File: src/design/sawr_pkg.sv
// Shared types, codes and checksum helper for the stop-and-wait receiver.
package sawr_pkg;

   // Header flag codes, same encoding on receive and transmit.
   localparam logic [2:0] FLAG_SYN     = 3'd0;
   localparam logic [2:0] FLAG_ACK     = 3'd1;
   localparam logic [2:0] FLAG_SYN_ACK = 3'd2;
   localparam logic [2:0] FLAG_OVER    = 3'd3;
   localparam logic [2:0] FLAG_FIN     = 3'd4;
   localparam logic [2:0] FLAG_FIN_ACK = 3'd5;

   // Request kinds carried on tuser.
   localparam logic OP_HEADER = 1'b0;
   localparam logic OP_TICK   = 1'b1;

   // Configuration register indexes.
   localparam logic [2:0] CSR_TIMEOUT_TICKS   = 3'd0;
   localparam logic [2:0] CSR_VERIFY_CHECKSUM = 3'd1;
   localparam logic [2:0] CSR_LOCAL_IP        = 3'd2;
   localparam logic [2:0] CSR_PEER_IP         = 3'd3;
   localparam logic [2:0] CSR_LOCAL_PORT      = 3'd4;
   localparam logic [2:0] CSR_PEER_PORT       = 3'd5;

   // Register reset values.
   localparam logic [15:0] RESET_TIMEOUT_TICKS = 16'd10000;
   localparam logic [31:0] RESET_LOCAL_IP      = 32'd2130706433;
   localparam logic [31:0] RESET_PEER_IP       = 32'd2130706433;
   localparam logic [15:0] RESET_LOCAL_PORT    = 16'd8887;
   localparam logic [15:0] RESET_PEER_PORT     = 16'd8888;

   // Width of the response tdata port.
   localparam int RSP_DATA_W = 32;

   // One result; the first member is the highest bits, so send_valid sits at bit 0.
   typedef struct packed {
      logic        closed;
      logic        transfer_done;
      logic        deliver_payload;
      logic [15:0] send_checksum;
      logic        send_fin;
      logic [1:0]  send_ack;
      logic [2:0]  send_flag;
      logic        send_valid;
   } rsp_data_type;

   // One queued result with its end-of-request mark.
   typedef struct packed {
      logic         last;
      rsp_data_type data;
   } rsp_entry_type;

   // Fold a plain sum of 16-bit words with end-around carry and complement it.
   function automatic logic [15:0] cks_fold(input logic [19:0] sum);
      logic [16:0] t;
      logic [15:0] u;
      t = {1'b0, sum[15:0]} + {13'b0, sum[19:16]};
      u = t[15:0] + {15'b0, t[16]};
      return ~u;
   endfunction

endpackage

File: src/design/sawr_rsp_fifo.sv
// Result queue that takes up to two results per cycle and drains one per cycle while out_ready is high.
module sawr_rsp_fifo import sawr_pkg::*; #(
   parameter int DEPTH = 4
) (
   input  logic          clock,
   input  logic          reset,
   input  logic [1:0]    push_n,
   input  rsp_entry_type push_a,
   input  rsp_entry_type push_b,
   output logic          room,
   output logic          out_valid,
   output rsp_entry_type out_entry,
   input  logic          out_ready
);

   localparam int PW = (DEPTH > 1) ? $clog2(DEPTH) : 1;
   localparam int CW = $clog2(DEPTH + 1);

   rsp_entry_type entry_ff [DEPTH];
   logic [PW-1:0] wr_ptr_ff, wr_ptr_in, rd_ptr_ff, rd_ptr_in, wr_next;
   logic [CW-1:0] count_ff, count_in, avail;
   logic          pop;

   function automatic logic [PW-1:0] ptr_inc(input logic [PW-1:0] p);
      return (p == PW'(DEPTH - 1)) ? '0 : p + 1'b1;
   endfunction

   // Handshake and room for a two-result push after this cycle's pop.
   assign out_valid = (count_ff != '0);
   assign out_entry = entry_ff[rd_ptr_ff];
   assign pop       = out_valid && out_ready;
   assign avail     = count_ff - CW'(pop);
   assign room      = (avail <= CW'(DEPTH - 2));
   assign wr_next   = ptr_inc(wr_ptr_ff);

   // Pointer and fill count updates.
   always_comb begin
      rd_ptr_in = pop ? ptr_inc(rd_ptr_ff) : rd_ptr_ff;
      case (push_n)
         2'd1:    wr_ptr_in = wr_next;
         2'd2:    wr_ptr_in = ptr_inc(wr_next);
         default: wr_ptr_in = wr_ptr_ff;
      endcase
      count_in = count_ff + CW'(push_n) - CW'(pop);
   end

   always_ff @(posedge clock) begin
      if (reset) begin
         wr_ptr_ff <= '0;
         rd_ptr_ff <= '0;
         count_ff  <= '0;
      end else begin
         wr_ptr_ff <= wr_ptr_in;
         rd_ptr_ff <= rd_ptr_in;
         count_ff  <= count_in;
      end
   end

   // Entry storage; the second result goes into the slot after the first.
   always_ff @(posedge clock) begin
      if (push_n != 2'd0) begin
         entry_ff[wr_ptr_ff] <= push_a;
      end
      if (push_n == 2'd2) begin
         entry_ff[wr_next] <= push_b;
      end
   end

`ifndef NO_ASSERTIONS
   // A push never overfills the queue.
   assert property (@(posedge clock) disable iff (reset)
      ({1'b0, avail} + {{(CW-1){1'b0}}, push_n}) <= (CW + 1)'(DEPTH))
      else $error("result queue overflow");
`endif

endmodule

File: src/design/stop_and_wait_receiver_fsm.sv
// Top level of the stop-and-wait receiver: input register, phase machine, result queue.
//
// Server side of an alternating-bit connection. Each request is a received header
// (tuser 0) or a timer tick (tuser 1); it is taken into an input register and handled
// once the result queue has room for two results, so a request can be accepted every
// cycle while the queue has room. Results are formed from the input register, queued
// and drained one per cycle while rsp_tready is high; the close step sends ACK, then FIN.
// The depth of the result queue (RSP_DEPTH, at least 2) sets how long the input side
// keeps running while the response side stalls. The user must write configuration
// through the csr_ port only while idle; the block itself does not enforce this.
module stop_and_wait_receiver_fsm import sawr_pkg::*; #(
   parameter int RSP_DEPTH = 4
) (
   input  logic        clock,
   input  logic        reset,
   // Request channel.
   input  logic        req_tvalid,
   output logic        req_tready,
   // tdata from bit 0: pkt_flag[2:0], pkt_seq, pkt_ack[1:0], pkt_fin, pkt_len[15:0],
   // pkt_checksum[15:0], zero fill.
   input  logic [39:0] req_tdata,
   // tuser: op.
   input  logic        req_tuser,
   // Response channel.
   output logic        rsp_tvalid,
   input  logic        rsp_tready,
   // tdata from bit 0: send_valid, send_flag[2:0], send_ack[1:0], send_fin,
   // send_checksum[15:0], deliver_payload, transfer_done, closed, zero fill.
   output logic [31:0] rsp_tdata,
   output logic        rsp_tlast,
   // Configuration write port.
   input  logic        csr_wr_en,
   input  logic [2:0]  csr_index,
   input  logic [31:0] csr_wdata
);

   typedef enum logic [2:0] {
      PH_WAIT_SYN, PH_WAIT_ACK1, PH_DATA, PH_WAIT_FINACK, PH_WAIT_ACK2, PH_CLOSED
   } phase_type;

   // Configuration registers.
   logic [15:0] timeout_ff;
   logic        verify_ff;
   logic [31:0] local_ip_ff, peer_ip_ff;
   logic [15:0] local_port_ff, peer_port_ff;

   // Input register.
   logic        in_valid_ff;
   logic        in_op_ff;
   logic [2:0]  in_flag_ff;
   logic        in_seq_ff;
   logic [1:0]  in_ack_ff;
   logic        in_fin_ff;
   logic [15:0] in_len_ff;
   logic [15:0] in_cks_ff;

   // Phase machine state.
   phase_type   phase_ff, phase_in;
   logic        expected_ff, expected_in;
   logic [15:0] wait_ff, wait_in;

   logic          consume, room, accept;
   logic [19:0]   base_sum, rx_sum;
   logic          rx_ok;
   logic [1:0]    res_n;
   rsp_entry_type res_a, res_b, out_entry;

   // Build a result that sends a header.
   function automatic rsp_data_type make_hdr(input logic [2:0] flag, input logic [1:0] ack,
                                             input logic fin, input logic deliver,
                                             input logic [19:0] base);
      rsp_data_type d;
      d                 = '0;
      d.send_valid      = 1'b1;
      d.send_flag       = flag;
      d.send_ack        = ack;
      d.send_fin        = fin;
      d.deliver_payload = deliver;
      d.send_checksum   = cks_fold(base + {17'b0, flag} + {18'b0, ack} + {19'b0, fin});
      return d;
   endfunction

   // Configuration writes.
   always_ff @(posedge clock) begin
      if (reset) begin
         timeout_ff    <= RESET_TIMEOUT_TICKS;
         verify_ff     <= 1'b1;
         local_ip_ff   <= RESET_LOCAL_IP;
         peer_ip_ff    <= RESET_PEER_IP;
         local_port_ff <= RESET_LOCAL_PORT;
         peer_port_ff  <= RESET_PEER_PORT;
      end else if (csr_wr_en) begin
         case (csr_index)
            CSR_TIMEOUT_TICKS:   timeout_ff    <= csr_wdata[15:0];
            CSR_VERIFY_CHECKSUM: verify_ff     <= csr_wdata[0];
            CSR_LOCAL_IP:        local_ip_ff   <= csr_wdata;
            CSR_PEER_IP:         peer_ip_ff    <= csr_wdata;
            CSR_LOCAL_PORT:      local_port_ff <= csr_wdata[15:0];
            CSR_PEER_PORT:       peer_port_ff  <= csr_wdata[15:0];
            default: ;
         endcase
      end
   end

   // The input register frees up whenever its request moves on.
   assign consume    = in_valid_ff && room;
   assign req_tready = !in_valid_ff || consume;
   assign accept     = req_tvalid && req_tready;

   always_ff @(posedge clock) begin
      if (reset) begin
         in_valid_ff <= 1'b0;
      end else if (req_tready) begin
         in_valid_ff <= req_tvalid;
      end
   end

   always_ff @(posedge clock) begin
      if (accept) begin
         in_op_ff   <= req_tuser;
         in_flag_ff <= req_tdata[2:0];
         in_seq_ff  <= req_tdata[3];
         in_ack_ff  <= req_tdata[5:4];
         in_fin_ff  <= req_tdata[6];
         in_len_ff  <= req_tdata[22:7];
         in_cks_ff  <= req_tdata[38:23];
      end
   end

   // Checksum of the pseudo header words common to every header.
   assign base_sum = {4'b0, local_port_ff} + {4'b0, peer_port_ff}
                   + {4'b0, local_ip_ff[15:0]} + {4'b0, local_ip_ff[31:16]}
                   + {4'b0, peer_ip_ff[15:0]} + {4'b0, peer_ip_ff[31:16]};

   // Check of the received header with its checksum field taken as zero.
   assign rx_sum = base_sum + {4'b0, in_len_ff} + {18'b0, in_ack_ff} + {19'b0, in_seq_ff}
                 + {17'b0, in_flag_ff} + {19'b0, in_fin_ff};
   assign rx_ok  = !verify_ff || (in_cks_ff == cks_fold(rx_sum));

   // Phase machine: next state and the results of the request in the input register.
   always_comb begin
      phase_in    = phase_ff;
      expected_in = expected_ff;
      wait_in     = wait_ff;
      res_n       = 2'd0;
      res_a       = '0;
      res_b       = '0;
      if (consume) begin
         if (in_op_ff == OP_TICK) begin
            if (phase_ff == PH_WAIT_ACK1) begin
               if (wait_ff >= timeout_ff) begin
                  wait_in    = '0;
                  res_a.data = make_hdr(FLAG_SYN_ACK, 2'd1, 1'b0, 1'b0, base_sum);
                  res_n      = 2'd1;
               end else begin
                  wait_in = wait_ff + 16'd1;
               end
            end
         end else begin
            case (phase_ff)
               PH_WAIT_SYN: begin
                  if (in_flag_ff == FLAG_SYN && rx_ok) begin
                     phase_in   = PH_WAIT_ACK1;
                     wait_in    = '0;
                     res_a.data = make_hdr(FLAG_SYN_ACK, 2'd1, 1'b0, 1'b0, base_sum);
                     res_n      = 2'd1;
                  end
               end
               PH_WAIT_ACK1: begin
                  if (in_flag_ff == FLAG_ACK && in_ack_ff == 2'd1 && rx_ok) begin
                     phase_in    = PH_DATA;
                     expected_in = 1'b0;
                  end
               end
               PH_DATA: begin
                  res_n = 2'd1;
                  if (!rx_ok || in_seq_ff != expected_ff) begin
                     // Bad or duplicate header: resend the previous ACK.
                     res_a.data = make_hdr(FLAG_ACK, {1'b0, !expected_ff}, 1'b0, 1'b0,
                                           base_sum);
                  end else if (in_flag_ff == FLAG_OVER) begin
                     phase_in                = PH_WAIT_FINACK;
                     res_a.data.transfer_done = 1'b1;
                  end else begin
                     res_a.data  = make_hdr(FLAG_ACK, {1'b0, expected_ff}, 1'b0, 1'b1,
                                            base_sum);
                     expected_in = !expected_ff;
                  end
               end
               PH_WAIT_FINACK: begin
                  if (in_flag_ff == FLAG_FIN_ACK && in_fin_ff && rx_ok) begin
                     phase_in   = PH_WAIT_ACK2;
                     res_a.data = make_hdr(FLAG_ACK, 2'd1, 1'b0, 1'b0, base_sum);
                     res_b.data = make_hdr(FLAG_FIN, 2'd1, 1'b1, 1'b0, base_sum);
                     res_n      = 2'd2;
                  end
               end
               PH_WAIT_ACK2: begin
                  if (in_flag_ff == FLAG_ACK && in_ack_ff == 2'd2 && rx_ok) begin
                     phase_in          = PH_CLOSED;
                     res_a.data.closed = 1'b1;
                     res_n             = 2'd1;
                  end
               end
               default: ;
            endcase
         end
      end
      // Mark the final result of the request.
      res_a.last = (res_n == 2'd1);
      res_b.last = 1'b1;
   end

   always_ff @(posedge clock) begin
      if (reset) begin
         phase_ff    <= PH_WAIT_SYN;
         expected_ff <= 1'b0;
         wait_ff     <= '0;
      end else begin
         phase_ff    <= phase_in;
         expected_ff <= expected_in;
         wait_ff     <= wait_in;
      end
   end

   // Result queue feeding the response channel.
   sawr_rsp_fifo #(
      .DEPTH(RSP_DEPTH)
   ) u_rsp_fifo (
      .clock     (clock),
      .reset     (reset),
      .push_n    (res_n),
      .push_a    (res_a),
      .push_b    (res_b),
      .room      (room),
      .out_valid (rsp_tvalid),
      .out_entry (out_entry),
      .out_ready (rsp_tready)
   );

   assign rsp_tdata = {(RSP_DATA_W - $bits(rsp_data_type))'(0), out_entry.data};
   assign rsp_tlast = out_entry.last;

`ifndef NO_ASSERTIONS
   // Once closed, the connection stays closed until reset.
   assert property (@(posedge clock) disable iff (reset)
      phase_ff == PH_CLOSED |=> phase_ff == PH_CLOSED)
      else $error("left the closed phase");

   // The alternating bit only changes in the data phase or on entering it.
   assert property (@(posedge clock) disable iff (reset)
      (!$past(reset) && !$stable(expected_ff)) |->
         ($past(phase_ff) == PH_DATA || $past(phase_ff) == PH_WAIT_ACK1))
      else $error("expected bit changed outside the data phase");

   // Results are only produced when a request leaves the input register.
   assert property (@(posedge clock) disable iff (reset)
      !consume |-> res_n == 2'd0)
      else $error("result without a request");

   // The close step is the only source of two results, and it enters the final wait.
   assert property (@(posedge clock) disable iff (reset)
      res_n == 2'd2 |=> phase_ff == PH_WAIT_ACK2)
      else $error("two results outside the close step");
`endif

endmodule
File: config.mk
export PLATFORM = sky130hd
export DESIGN_NAME = stop_and_wait_receiver_fsm
export DESIGN_NICKNAME = d
export VERILOG_FILES = /design/src/design/sawr_pkg.sv /design/src/design/sawr_rsp_fifo.sv /design/src/design/stop_and_wait_receiver_fsm.sv
export SDC_FILE = /design/constraint.sdc
export NUM_CORES = 1
export LEC_CHECK = 0
export BUFFER_PORTS_ARGS = -buffer_cell sky130_fd_sc_hd__buf_2
export CORE_UTILIZATION = 60
export CTS_CLUSTER_DIAMETER = 80
export DETAILED_ROUTE_END_ITERATION = 16
export PLACE_DENSITY = 0.82
export SYNTH_ARGS = -nofsm -noshare
export SYNTH_HDL_FRONTEND = slang
export SYNTH_SLANG_ARGS = --single-unit
export TNS_END_PERCENT = 20
File: constraint.sdc
create_clock -name clock -period 16.8 [get_ports clock]
set_input_delay 3.36 -clock clock [delete_from_list [all_inputs] [get_ports clock]]
set_output_delay 3.36 -clock clock [all_outputs]
set_load 0.02 [all_outputs]
# Word level (Yosys, flattened, before mapping)
# Memories as Yosys holds them, arrays and structs flattened. A register that Yosys moved wholly into a read port is not among the register bits.
# Cells that the tools add are included.
dict set report word_totals {
  regBits 181
  latchBits 0
  ram_bits 108
  rom_bits 0
  inputBits 81
  wordCells 183
  n_memories 1
}
# memory words width rd rd_clocked_by_memory_dff write_ports line
set memory_table {}
lappend memory_table {u_rsp_fifo.entry_ff 4 27 1 1 2 sawr_rsp_fifo.sv:19} ;# rsp_entry_type entry_ff [DEPTH];
dict set report classes {
  addsub 38
  n_mul 0
  div_mod_pow 0
  n_lt_le_gt_ge 2
  eq_ne 29
  n_shift 0
  mux 50
  n_bitwise 7
  n_reduce_logical 36
}
# operator count
set op_table {}
lappend op_table {{$mux 23} 8}
lappend op_table {{$add 16x4->17} 6}
lappend op_table {{$add 20x1->20 const B} 5}
lappend op_table {{$add 16x1->16} 6}
lappend op_table {{$not 16->16} 6}
lappend op_table {{$add 20x1->20} 4}
lappend op_table {{$mux 16} 5}
lappend op_table {{$pmux 25 s3} 1}
lappend op_table {{$mux 26} 2}
lappend op_table {{$add 20x16->20} 2}
lappend op_table {{$mux 25} 1}
lappend op_table {{$mux 24} 1}
lappend op_table {{$add 19x16->20} 1}
lappend op_table {{$add 20x2->20} 1}
lappend op_table {{$add 20x2->20 const B} 1}
lappend op_table {{$add 20x3->20} 1}
lappend op_table {{$add 20x3->20 const B} 1}
lappend op_table {{$add 18x16->19} 1}
lappend op_table {{$add 17x16->18} 1}
lappend op_table {{$mux 3} 6}
lappend op_table {{$add 16x16->17} 1}
lappend op_table {{$add 16x1->16 const B} 1}
lappend op_table {{$eq 16x16->1} 1}
lappend op_table {{$ge 16x16->1} 1}
lappend op_table {{31 further kinds} 98}

# Longest topological paths before layout
# Gate-level depths: netlist of run 1.
dict set report depth {
  ltp_word 23
  depth_mapped 58
  depth_no_buf 56
}

# By module
# Synthesis of run 1 repeated with hierarchy kept, for this count alone.
dict set report hier_totals {
  hier_cells 2595
  hier_area_um2 23901.7
}
# mod n_inst cells_each area_each_um2
set by_module_without_submodules {}
lappend by_module_without_submodules {stop_and_wait_receiver_fsm 1 2264 18014.8}
lappend by_module_without_submodules {sawr_rsp_fifo 1 331 5886.9}

# Worst setup path after synthesis of run 1
# OpenSTA, ideal clock, no wires.
dict set report synth_path {
  path_kind {register to register}
  startpoint {reg local_ip_ff[2]}
  endpoint {mem u_rsp_fifo.entry_ff[0][0] in the netlist's numbering (enable)}
  setup_time_ps 375
  arrival_time_ps 12140
  required_time_ps 16425
  path_slack_ps 4285
  path_stages_with_launch 56
  path_buffers 3
  period_less_slack_ps 12515
  cell_sequence {dfxtp_1 -> inv_1 -> fa_1 -> inv_1 -> fa_1 -> inv_1 -> fa_1 -> inv_1 -> ha_1 -> inv_1 -> fa_1 -> and2b_4 -> o22ai_2 -> xor2_2 -> inv_2 -> buf_2 -> buf_1 -> ha_1 -> [20 not listed] -> ha_1 -> nor4b_1 -> and3_1 -> nand2_1 -> nor3_1 -> and4_1 -> o21ai_0 -> and4_1 -> o21ai_2 -> nand2_1 -> a31oi_1 -> nor2_1 -> o31ai_1 -> ha_1 -> nand2_1 -> inv_1 -> nor2_1 -> inv_1}
}
# element line
set synth_lines {}
lappend synth_lines {{start, declared} stop_and_wait_receiver_fsm.sv:44} ;# logic [31:0] local_ip_ff, peer_ip_ff;
lappend synth_lines {{start signal, assigned} stop_and_wait_receiver_fsm.sv:96} ;# CSR_LOCAL_IP: local_ip_ff <= csr_wdata;
lappend synth_lines {{end, declared} sawr_rsp_fifo.sv:19}

==> results of run 1 <==
## kinds of logic after synthesis
family	after synthesis	share of synthesized area, %
flip-flops	283	28.9
AO/OA/AOI/OAI	578	16.9
adder cells (fa/ha/maj)	221	14.2
multiplexers	37	2.90
other	1	0.0159
AND/OR/NAND/NOR	941	20.1
buffers and inverters	352	5.91
XOR/XNOR	282	11.1
## worst max-delay path, delay by kind of cell, from the launching register on
family	cells	cell delay (ns)
AOI/OAI and AO/OA	11	2.99
adders and majority gates	12	4.21
and+or+nand+nor	18	5.60
buffers and inverters	10	1.80
DFF	1	0.33
xor gates and xnor gates	1	0.19
## final cells by class
cell class,count,area share (%)
inverter,240,3.53
multi-input combinational,2071,60.5
clock buffer,41,3.31
sequential,283,26.7
clock inverter,17,0.656
timing repair buffer,129,2.75
tap,518,2.54
## layer usage
metal  part of all wire (%)  GRT usage [%]  wire length (um)
met1                     41           45.8             29000
met4                    3.8           12.5              2690
met5                      0              0                 0
met3                    8.1           4.56              5770
met2                     47           58.7             33400
## power groups by stage
stage / Combinational (mW) / Clock [mW] / Sequential (mW)
4_1_cts: 3.67 / 0.686 / 0.773
6_report: 3.75 / 0.680 / 0.772
3_3_place_gp: 3.56 / 0 / 0.784
5_1_grt: 4.04 / 0.713 / 0.776
3_5_place_dp: 3.64 / 0 / 0.787
2_1_floorplan: 2.76 / 0 / 0.778
## Yosys cell counts (all sizes together) (24+ instances only)
master and n:
inv 240, a21o 41, edfxtp 116, o22ai 54
nor4 37, nor3 59, nand2b 31, and3 36
nand3 77, and2 24, nor2 143, a21oi 167
clkbuf 73, nand2 366, o21ai 83, nand4 30
xnor2 187, fa 78, mux4 25, buf 39
xor2 89, nand3b 29, ha 142, nor2b 27
dfxtp 167
## final timing paths
kind / to / cells past startpoint
setup / recovery: u_rsp_fifo.entry_ff[3][13]$_DFFE_PP_ / 52
hold / removal: peer_ip_ff[19]$_SDFFE_PP0P_ / 2
setup reg to reg: u_rsp_fifo.entry_ff[3][13]$_DFFE_PP_ / 52
hold reg to reg: peer_ip_ff[19]$_SDFFE_PP0P_ / 2
## registers in the layout (all words and copies together) (netlist names), 2 cells and up, named ones only
| register | count |
|---|---|
| local_port_ff | 16 |
| in_len_ff | 16 |
| u_rsp_fifo.count_ff | 3 |
| peer_ip_ff | 32 |
| timeout_ff | 16 |
| phase_ff | 3 |
| wait_ff | 16 |
| in_cks_ff | 16 |
| in_flag_ff | 3 |
| peer_port_ff | 16 |
| u_rsp_fifo.entry_ff | 100 |
| in_ack_ff | 2 |
| u_rsp_fifo.rd_ptr_ff | 2 |
| u_rsp_fifo.wr_ptr_ff | 2 |
| local_ip_ff | 32 |
## stage by stage
step / utilization [%] / total power, mW
after floorplan: - / 3.54
after global placement: 63.3 / 4.34
after detailed placement: 63.3 / 4.43
after CTS: 66.0 / 5.13
after global routing: 66.0 / 5.53
final: 66.0 / 5.20
==> impl_results.md, run 1 <==
* Primary FF master, synth: dfxtp_1
* Top post-synthesis cells by area: edfxtp_1 (15%), dfxtp_1 (14%), ha_1 (7.5%)
* Most common cell after layout, fill and taps aside: nand2_1
* Mapped cell area at 0.0236 mm^2
* Worst path max stage delay at 0.72 ns
* Setup WS post-layout at 1.28 ns
* Number of global-route vias before repair at 20.3k
* Core box area at 0.0387 mm^2
* Post-synthesis sequential area ratio at 28.9%
* Cell taking the most area after synthesis: edfxtp_1
* Yosys top cell area share at 14.8%
* Setup violations, final at 0
* Placed insts at 3241
* P&R area growth vs syn at 8.19%
* PD cells at 204 mW/mm^2
* Avg Cell Area, Syn at 8.76 um^2
* Crit path capture type: flop
* GRT Util Overall at 34.8%
* Final TNS setup at 0 ns
* Synth cell types at 116
* Final Max Tran Viols at 0
* Antenna cells at 0
* Dpl ws at 1.69 ns
* Layout cells sized above 1 at 10.3%
* Max clock buf depth at 3
* Post-route DRC at 0
* Crit Path Category: reg2reg
* Fin nets at 3057
* Yosys warnings at 0
* Die area at 0.0402 mm^2
* Register area at 0.00683 mm^2
* Layout fillers at 3163
* GRT Residual Overflow at 0
* Post-Place Cell Area at 0.0245 mm^2
* Commonest cells after routing, fill and taps aside: nand2_1 (366), inv_1 (233), xnor2_1 (182)
* Fin Hold WS at 0.455 ns
* Post-CTS Hold Fix Bufs at 0
* DR vias at 20.8k
* CP Launch Type: flop
* Max_slew headroom at 24.4%
* Sequential share of power at 14.8%
* Routability cong. at 1.06
* Max Cap Viol at 0
* Initial Utilization at 61.0%
* Pint at 2.51 mW
* Vias per cell at 6.31
* Reg-to-reg setup timing slack at 1.28 ns
* Reg2reg start: local_ip_ff[2]$_SDFFE_PP0P_
* CP max stage cell: inv_1
* Finished Layout Cells at 3299
* Status: finished clean
* Final hold violation count at 0
* Part of the power in combinational logic at 72.1%
* RSZ-0062 raised after global routing: no
* Worst Hold Launch: peer_ip_ff[19]$_SDFFE_PP0P_
* Post-DP HPWL at 54300 um
* Synthesized flop and latch total at 283
* CP required at 17.01 ns
* Peak VDD IR at 0.170 mV
* # rows at 72
* Switch share at 51.7%
* Final ANT Viol Nets at 0
* Psw at 2.69 mW
* Final Cell Area at 0.0255 mm^2
* CTS resizes at 0
* FFs w/ async S/R, synth at 0%
* Wire length per cell at 21.5 um
* Drt initial violations at 2005
* Sink Count at 283
* Min-delay worst type: reg2reg
* Worst Skew at 0.0257 ns
* Number of flops mapped to enable cells by yosys at 116
* Worst-skew pair later-pin latency at 0.60 ns
* # H-tree levels at 1
* F_max at 64.4 MHz
* Pleak at 10.1 nW
* Worst slew pin tran at 1.13 ns
* Clk slew on worst S/H paths at 0.06 ns
* WL final at 70900 um
* Footprint of the multi-input gates at 0.0155 mm^2
* Most frequent CP cell: inv_1
* Min Tclk post-route at 15.52 ns
* Top Ports at 116
* Clock Tree Root: clkbuf_16
* Clock network fraction of design power at 13.1%
* Inserted Clock Buffers at 31
* Period utilization at 92.4%
* Die W at 200 um
* CP Launch Point: local_ip_ff[2]$_SDFFE_PP0P_
* Mapped Cells at 2695
* Worst EP arrival at 15.73 ns
* CTS tree: done
* First-pass GRT wire length at 110000 um
* PortBufs at 107
* CP max FO at 20
* DR pass1 iterations at 6
* Postcts setup bufs at 0
* Pin count of the biggest net entering global routing at 117
* Die height at 200 um
* Antenna violations before repair at 0
Power figures use the tool's default switching activity.
==> inputs of run 2 (changes only) <==
CORE_UTILIZATION = 50   (was 60)
PLACE_DENSITY = 0.71   (was 0.82)
==> impl_results.md, run 2 (synthesis results as in run 1) <==
* Pleak at 10.2 nW
* CP max stage cell: inv_1
* Worst slew pin tran at 1.15 ns
* Final Cell Area at 0.0258 mm^2
* CP max FO at 20
* Top Ports at 116
* Dpl ws at 1.64 ns
* Post-CTS Hold Fix Bufs at 0
* Die area at 0.0481 mm^2
* CP Launch Type: flop
* Placed insts at 3330
* # H-tree levels at 2
* Post-DP HPWL at 54100 um
* Most common cell after layout, fill and taps aside: nand2_1
* Register area at 0.00683 mm^2
* Inserted Clock Buffers at 34
* DR vias at 20.6k
* Clock Tree Root: clkbuf_16
* Worst EP arrival at 15.48 ns
* Antenna violations before repair at 0
* Post-Place Cell Area at 0.0246 mm^2
* Min-delay worst type: reg2reg
* Footprint of the multi-input gates at 0.0154 mm^2
* Max clock buf depth at 3
* Post-layout util at 55.4%
* Post-route DRC at 0
* Pwr Total at 5.28 mW
* Layout fillers at 4174
* Layout cells sized above 1 at 10.3%
* Pin count of the biggest net entering global routing at 117
* PD cells at 205 mW/mm^2
* Commonest cells after routing, fill and taps aside: nand2_1 (366), inv_1 (233), xnor2_1 (183)
* F_max at 65.3 MHz
* GRT Residual Overflow at 0
* PortBufs at 107
* Crit path capture type: flop
* Peak VDD IR at 0.172 mV
* RSZ-0062 raised after global routing: no
* Drt initial violations at 1932
* Top flop regs: u_rsp_fifo.entry_ff (100), local_ip_ff (32), peer_ip_ff (32)
* Postcts setup bufs at 0
* Die height at 219 um
* Most frequent CP cell: inv_1
* Setup WS post-layout at 1.48 ns
* GRT Util Overall at 29.5%
* Die W at 219 um
* Max reg flops at 100
* Worst path max stage delay at 0.73 ns
* First-pass GRT wire length at 110000 um
* Crit Path Category: reg2reg
* Final ANT Viol Nets at 0
* Top reg by flops: u_rsp_fifo.entry_ff
* DR pass1 iterations at 6
* Worst-skew pair later-pin latency at 0.56 ns
* Routability cong. at 1.03
* Finished Layout Cells at 3393
* Vias per cell at 6.08
* Final TNS setup at 0 ns
* Period utilization at 91.2%
* Core box area at 0.0466 mm^2
* P&R area growth vs syn at 9.26%
* Max Cap Viol at 0
* Fin nets at 3060
* Final Max Tran Viols at 0
* Worst Skew at 0.0267 ns
* WL final at 71000 um
* Max_slew headroom at 23.6%
* CTS resizes at 0
* Final hold violation count at 0
* Initial Utilization at 50.7%
* Setup violations, final at 0
* Fin Hold WS at 0.455 ns
* Wire length per cell at 20.9 um
* Number of global-route vias before repair at 19.8k
* Sink Count at 283
* # rows at 79
* CTS tree: done
* Status: finished clean
* Min Tclk post-route at 15.32 ns
* Clk slew on worst S/H paths at 0.05 ns
* CP required at 16.96 ns
## run 2: layer usage
metal  routed length [um]  track usage, %
met3                 5530            4.16
met1                30200            39.5
met5                    0               0
met2                33100            48.4
met4                 2210            10.1
## run 2: final timing paths
path / from / to / slack [ns] / cells past startpoint
min: local_ip_ff[3]$_SDFFE_PP0P_ / local_ip_ff[3]$_SDFFE_PP0P_ / 0.45 / 2
min reg2reg: local_ip_ff[3]$_SDFFE_PP0P_ / local_ip_ff[3]$_SDFFE_PP0P_ / 0.45 / 2
max: local_ip_ff[2]$_SDFFE_PP0P_ / u_rsp_fifo.entry_ff[1][13]$_DFFE_PP_ / 1.48 / 52
max reg2reg: local_ip_ff[2]$_SDFFE_PP0P_ / u_rsp_fifo.entry_ff[1][13]$_DFFE_PP_ / 1.48 / 52
## run 2: report_power, final
| part | internal, mW | switching [mW] |
|---|---|---|
| Combinational | 1.38 | 2.36 |
| Clock | 0.458 | 0.308 |
| Sequential | 0.752 | 0.0319 |
| Total | 2.59 | 2.70 |
## run 2: worst max-delay path, delay by kind of cell, from the launching register on
kind,cells,cell delay [ns]
compound gates,10,2.73
xor+xnor,1,0.23
fa+ha+maj,12,4.19
buf+inv,10,1.78
flops,1,0.33
simple gates,19,5.64
## run 2: area by class of cell
cell class                 count  area share (%)
tap                          607            2.94
antenna                        1         0.00970
clock buffer                  44            3.60
multi-input combinational   2071            59.9
timing repair buffer         129            2.73
sequential                   283            26.5
inverter                     240            3.49
clock inverter                18           0.883
==> inputs of run 3 (changes only) <==
CORE_ASPECT_RATIO = 1.2   (was unset)
==> impl_results.md, run 3 (synthesis results as in run 1) <==
* First-pass GRT wire length at 110000 um
* Min Tclk post-route at 15.55 ns
* Vias per cell at 6.01
* Post-route DRC at 0
* Wire length per cell at 21.1 um
* Worst-skew pair later-pin latency at 0.61 ns
* PortBufs at 107
* Top reg by flops: u_rsp_fifo.entry_ff
* GRT Util Overall at 29.2%
* Worst Skew at 0.0180 ns
* Sink Count at 283
* Hold EP: local_ip_ff[5]$_SDFFE_PP0P_
* Met3 GRT Util at 3.17%
* Layout fillers at 4241
* Met2 usage at 51.8%
* Routability cong. at 1.01
* Buffers and inverters on the worst path at 11
* Psw at 2.69 mW
* Worst Hold Launch: local_ip_ff[5]$_SDFFE_PP0P_
* Switch share at 51.2%
* Antenna violations before repair at 1
* Crit Path Category: reg2reg
* Clock network fraction of design power at 14.2%
* Clock Tree Root: clkbuf_16
* Max reg flops at 100
* CP max stage cell: inv_1
* Finished Layout Cells at 3399
* Die height at 240 um
* Final Max Tran Viols at 0
* Setup violations, final at 0
* # H-tree levels at 1
* Die W at 200 um
* Pin count of the biggest net entering global routing at 87
* CP required at 17.01 ns
* Most frequent CP cell: inv_1
* GRT Residual Overflow at 0
* Hold Crit Depth at 2
* CP Launch Type: flop
* Peak VDD IR at 0.191 mV
* WL final at 71700 um
* Worst path max stage delay at 0.70 ns
* Core box area at 0.0463 mm^2
* # rows at 86
* P&R area growth vs syn at 9.23%
* Reg2reg start: local_ip_ff[2]$_SDFFE_PP0P_
* Crit path capture type: flop
* Worst EP arrival at 15.76 ns
* Fin Hold WS at 0.456 ns
* RSZ-0062 raised after global routing: no
* Period utilization at 92.6%
* Reg-to-reg setup timing slack at 1.25 ns
* Max clock buf depth at 3
* Final TNS setup at 0 ns
* DR pass1 iterations at 5
* Final ANT Viol Nets at 0
* Cell family with most CP delay: simple AND/OR/NAND/NOR gates
* Pleak at 10.1 nW
* Max_slew headroom at 25.7%
* Clk slew on worst S/H paths at 0.07 ns
* CP max FO at 20
* Part of the power in combinational logic at 70.9%
* Layout cells sized above 1 at 10.5%
* Final hold violation count at 0
* Die area at 0.0481 mm^2
* PD cells at 204 mW/mm^2
* RR Endpoint: u_rsp_fifo.entry_ff[3][12]$_DFFE_PP_
* Antenna cells at 0
* Reg2Reg Depth at 55
* Post-DP HPWL at 55800 um
* Commonest cells after routing, fill and taps aside: nand2_1 (366), inv_1 (233), xnor2_1 (183)
* Max Cap Viol at 0
* F_max at 64.3 MHz
* Initial Utilization at 51.0%
* DR vias at 20.4k
* Most common cell after layout, fill and taps aside: nand2_1
* Sequential share of power at 14.9%
* Post-CTS Hold Fix Bufs at 0
* M1 GR Usage at 35.0%
* Postcts setup bufs at 0
* Min-delay worst type: reg2reg
* GRT Max-Usage Layer: met2
* Top flop regs: u_rsp_fifo.entry_ff (100), local_ip_ff (32), peer_ip_ff (32)
* Pint at 2.56 mW
* Drt initial violations at 1526
* Worst slew pin tran at 1.10 ns
* Inserted Clock Buffers at 30
* Fin nets at 3060
* CTS tree: done
* Top Ports at 116
* Number of global-route vias before repair at 19.9k
* Status: finished clean
* CTS resizes at 0
* Placed insts at 3343
## run 3: how the worst max path moves through the flow
stage / startpoint / end / slack (ns) / depth (start not counted)
2_1_floorplan: local_ip_ff[2]$_SDFFE_PP0P_ / u_rsp_fifo.entry_ff[0][0]$_DFFE_PP_ / 4.29 / 55
3_3_place_gp: local_ip_ff[2]$_SDFFE_PP0P_ / u_rsp_fifo.entry_ff[3][14]$_DFFE_PP_ / 1.82 / 55
3_5_place_dp: local_ip_ff[2]$_SDFFE_PP0P_ / u_rsp_fifo.entry_ff[3][12]$_DFFE_PP_ / 1.52 / 55
4_1_cts: local_ip_ff[2]$_SDFFE_PP0P_ / u_rsp_fifo.entry_ff[3][12]$_DFFE_PP_ / 1.50 / 55
5_1_grt: local_ip_ff[2]$_SDFFE_PP0P_ / u_rsp_fifo.entry_ff[3][12]$_DFFE_PP_ / 0.32 / 55
6_report: local_ip_ff[2]$_SDFFE_PP0P_ / u_rsp_fifo.entry_ff[3][12]$_DFFE_PP_ / 1.25 / 55
## run 3: tightest hold or removal path, stage by stage (launching register included)
cell and delay (ns):
dfxtp_1 0.31, nand2_1 0.05, a21oi_1 0.05
## run 3: per-stage QoR
step                      utilization (%)  total power, mW  worst slack (ns)  area (um^2)
after floorplan                         -             3.54              4.29        23700
after global placement               53.4             4.37              1.82        24700
after detailed placement             53.4             4.43              1.52        24700
after CTS                            55.8             5.19              1.50        25800
after global routing                 55.8             5.60             0.319        25800
final                                55.8             5.25              1.25        25800
## run 3: power groups by stage
stage / clock, mW / sequential [mW] / combinational (mW)
2_1_floorplan: 0 / 0.778 / 2.76
3_3_place_gp: 0 / 0.797 / 3.57
3_5_place_dp: 0 / 0.799 / 3.63
4_1_cts: 0.754 / 0.784 / 3.65
5_1_grt: 0.778 / 0.789 / 4.03
6_report: 0.744 / 0.783 / 3.73
## run 3: layer usage
metal | wire length, um | share of wire, % | up-vias
li1 | - | - | 9635
met1 | 28500 | 40 | 9815
met3 | 4060 | 5.7 | 185
met5 | 11 | 0.015 | -
met4 | 3940 | 5.5 | 2
met2 | 35200 | 49 | 802
## run 3: final cells by class
cell class	instances	area, um^2	area share (%)
Sequential cell	283	6830	26.5
Clock buffer	33	762	2.95
Multi-Input combinational cell	2071	15500	59.9
Inverter	240	901	3.49
Clock inverter	23	344	1.33
Tap cell	616	771	2.99
Timing Repair Buffer	133	733	2.84
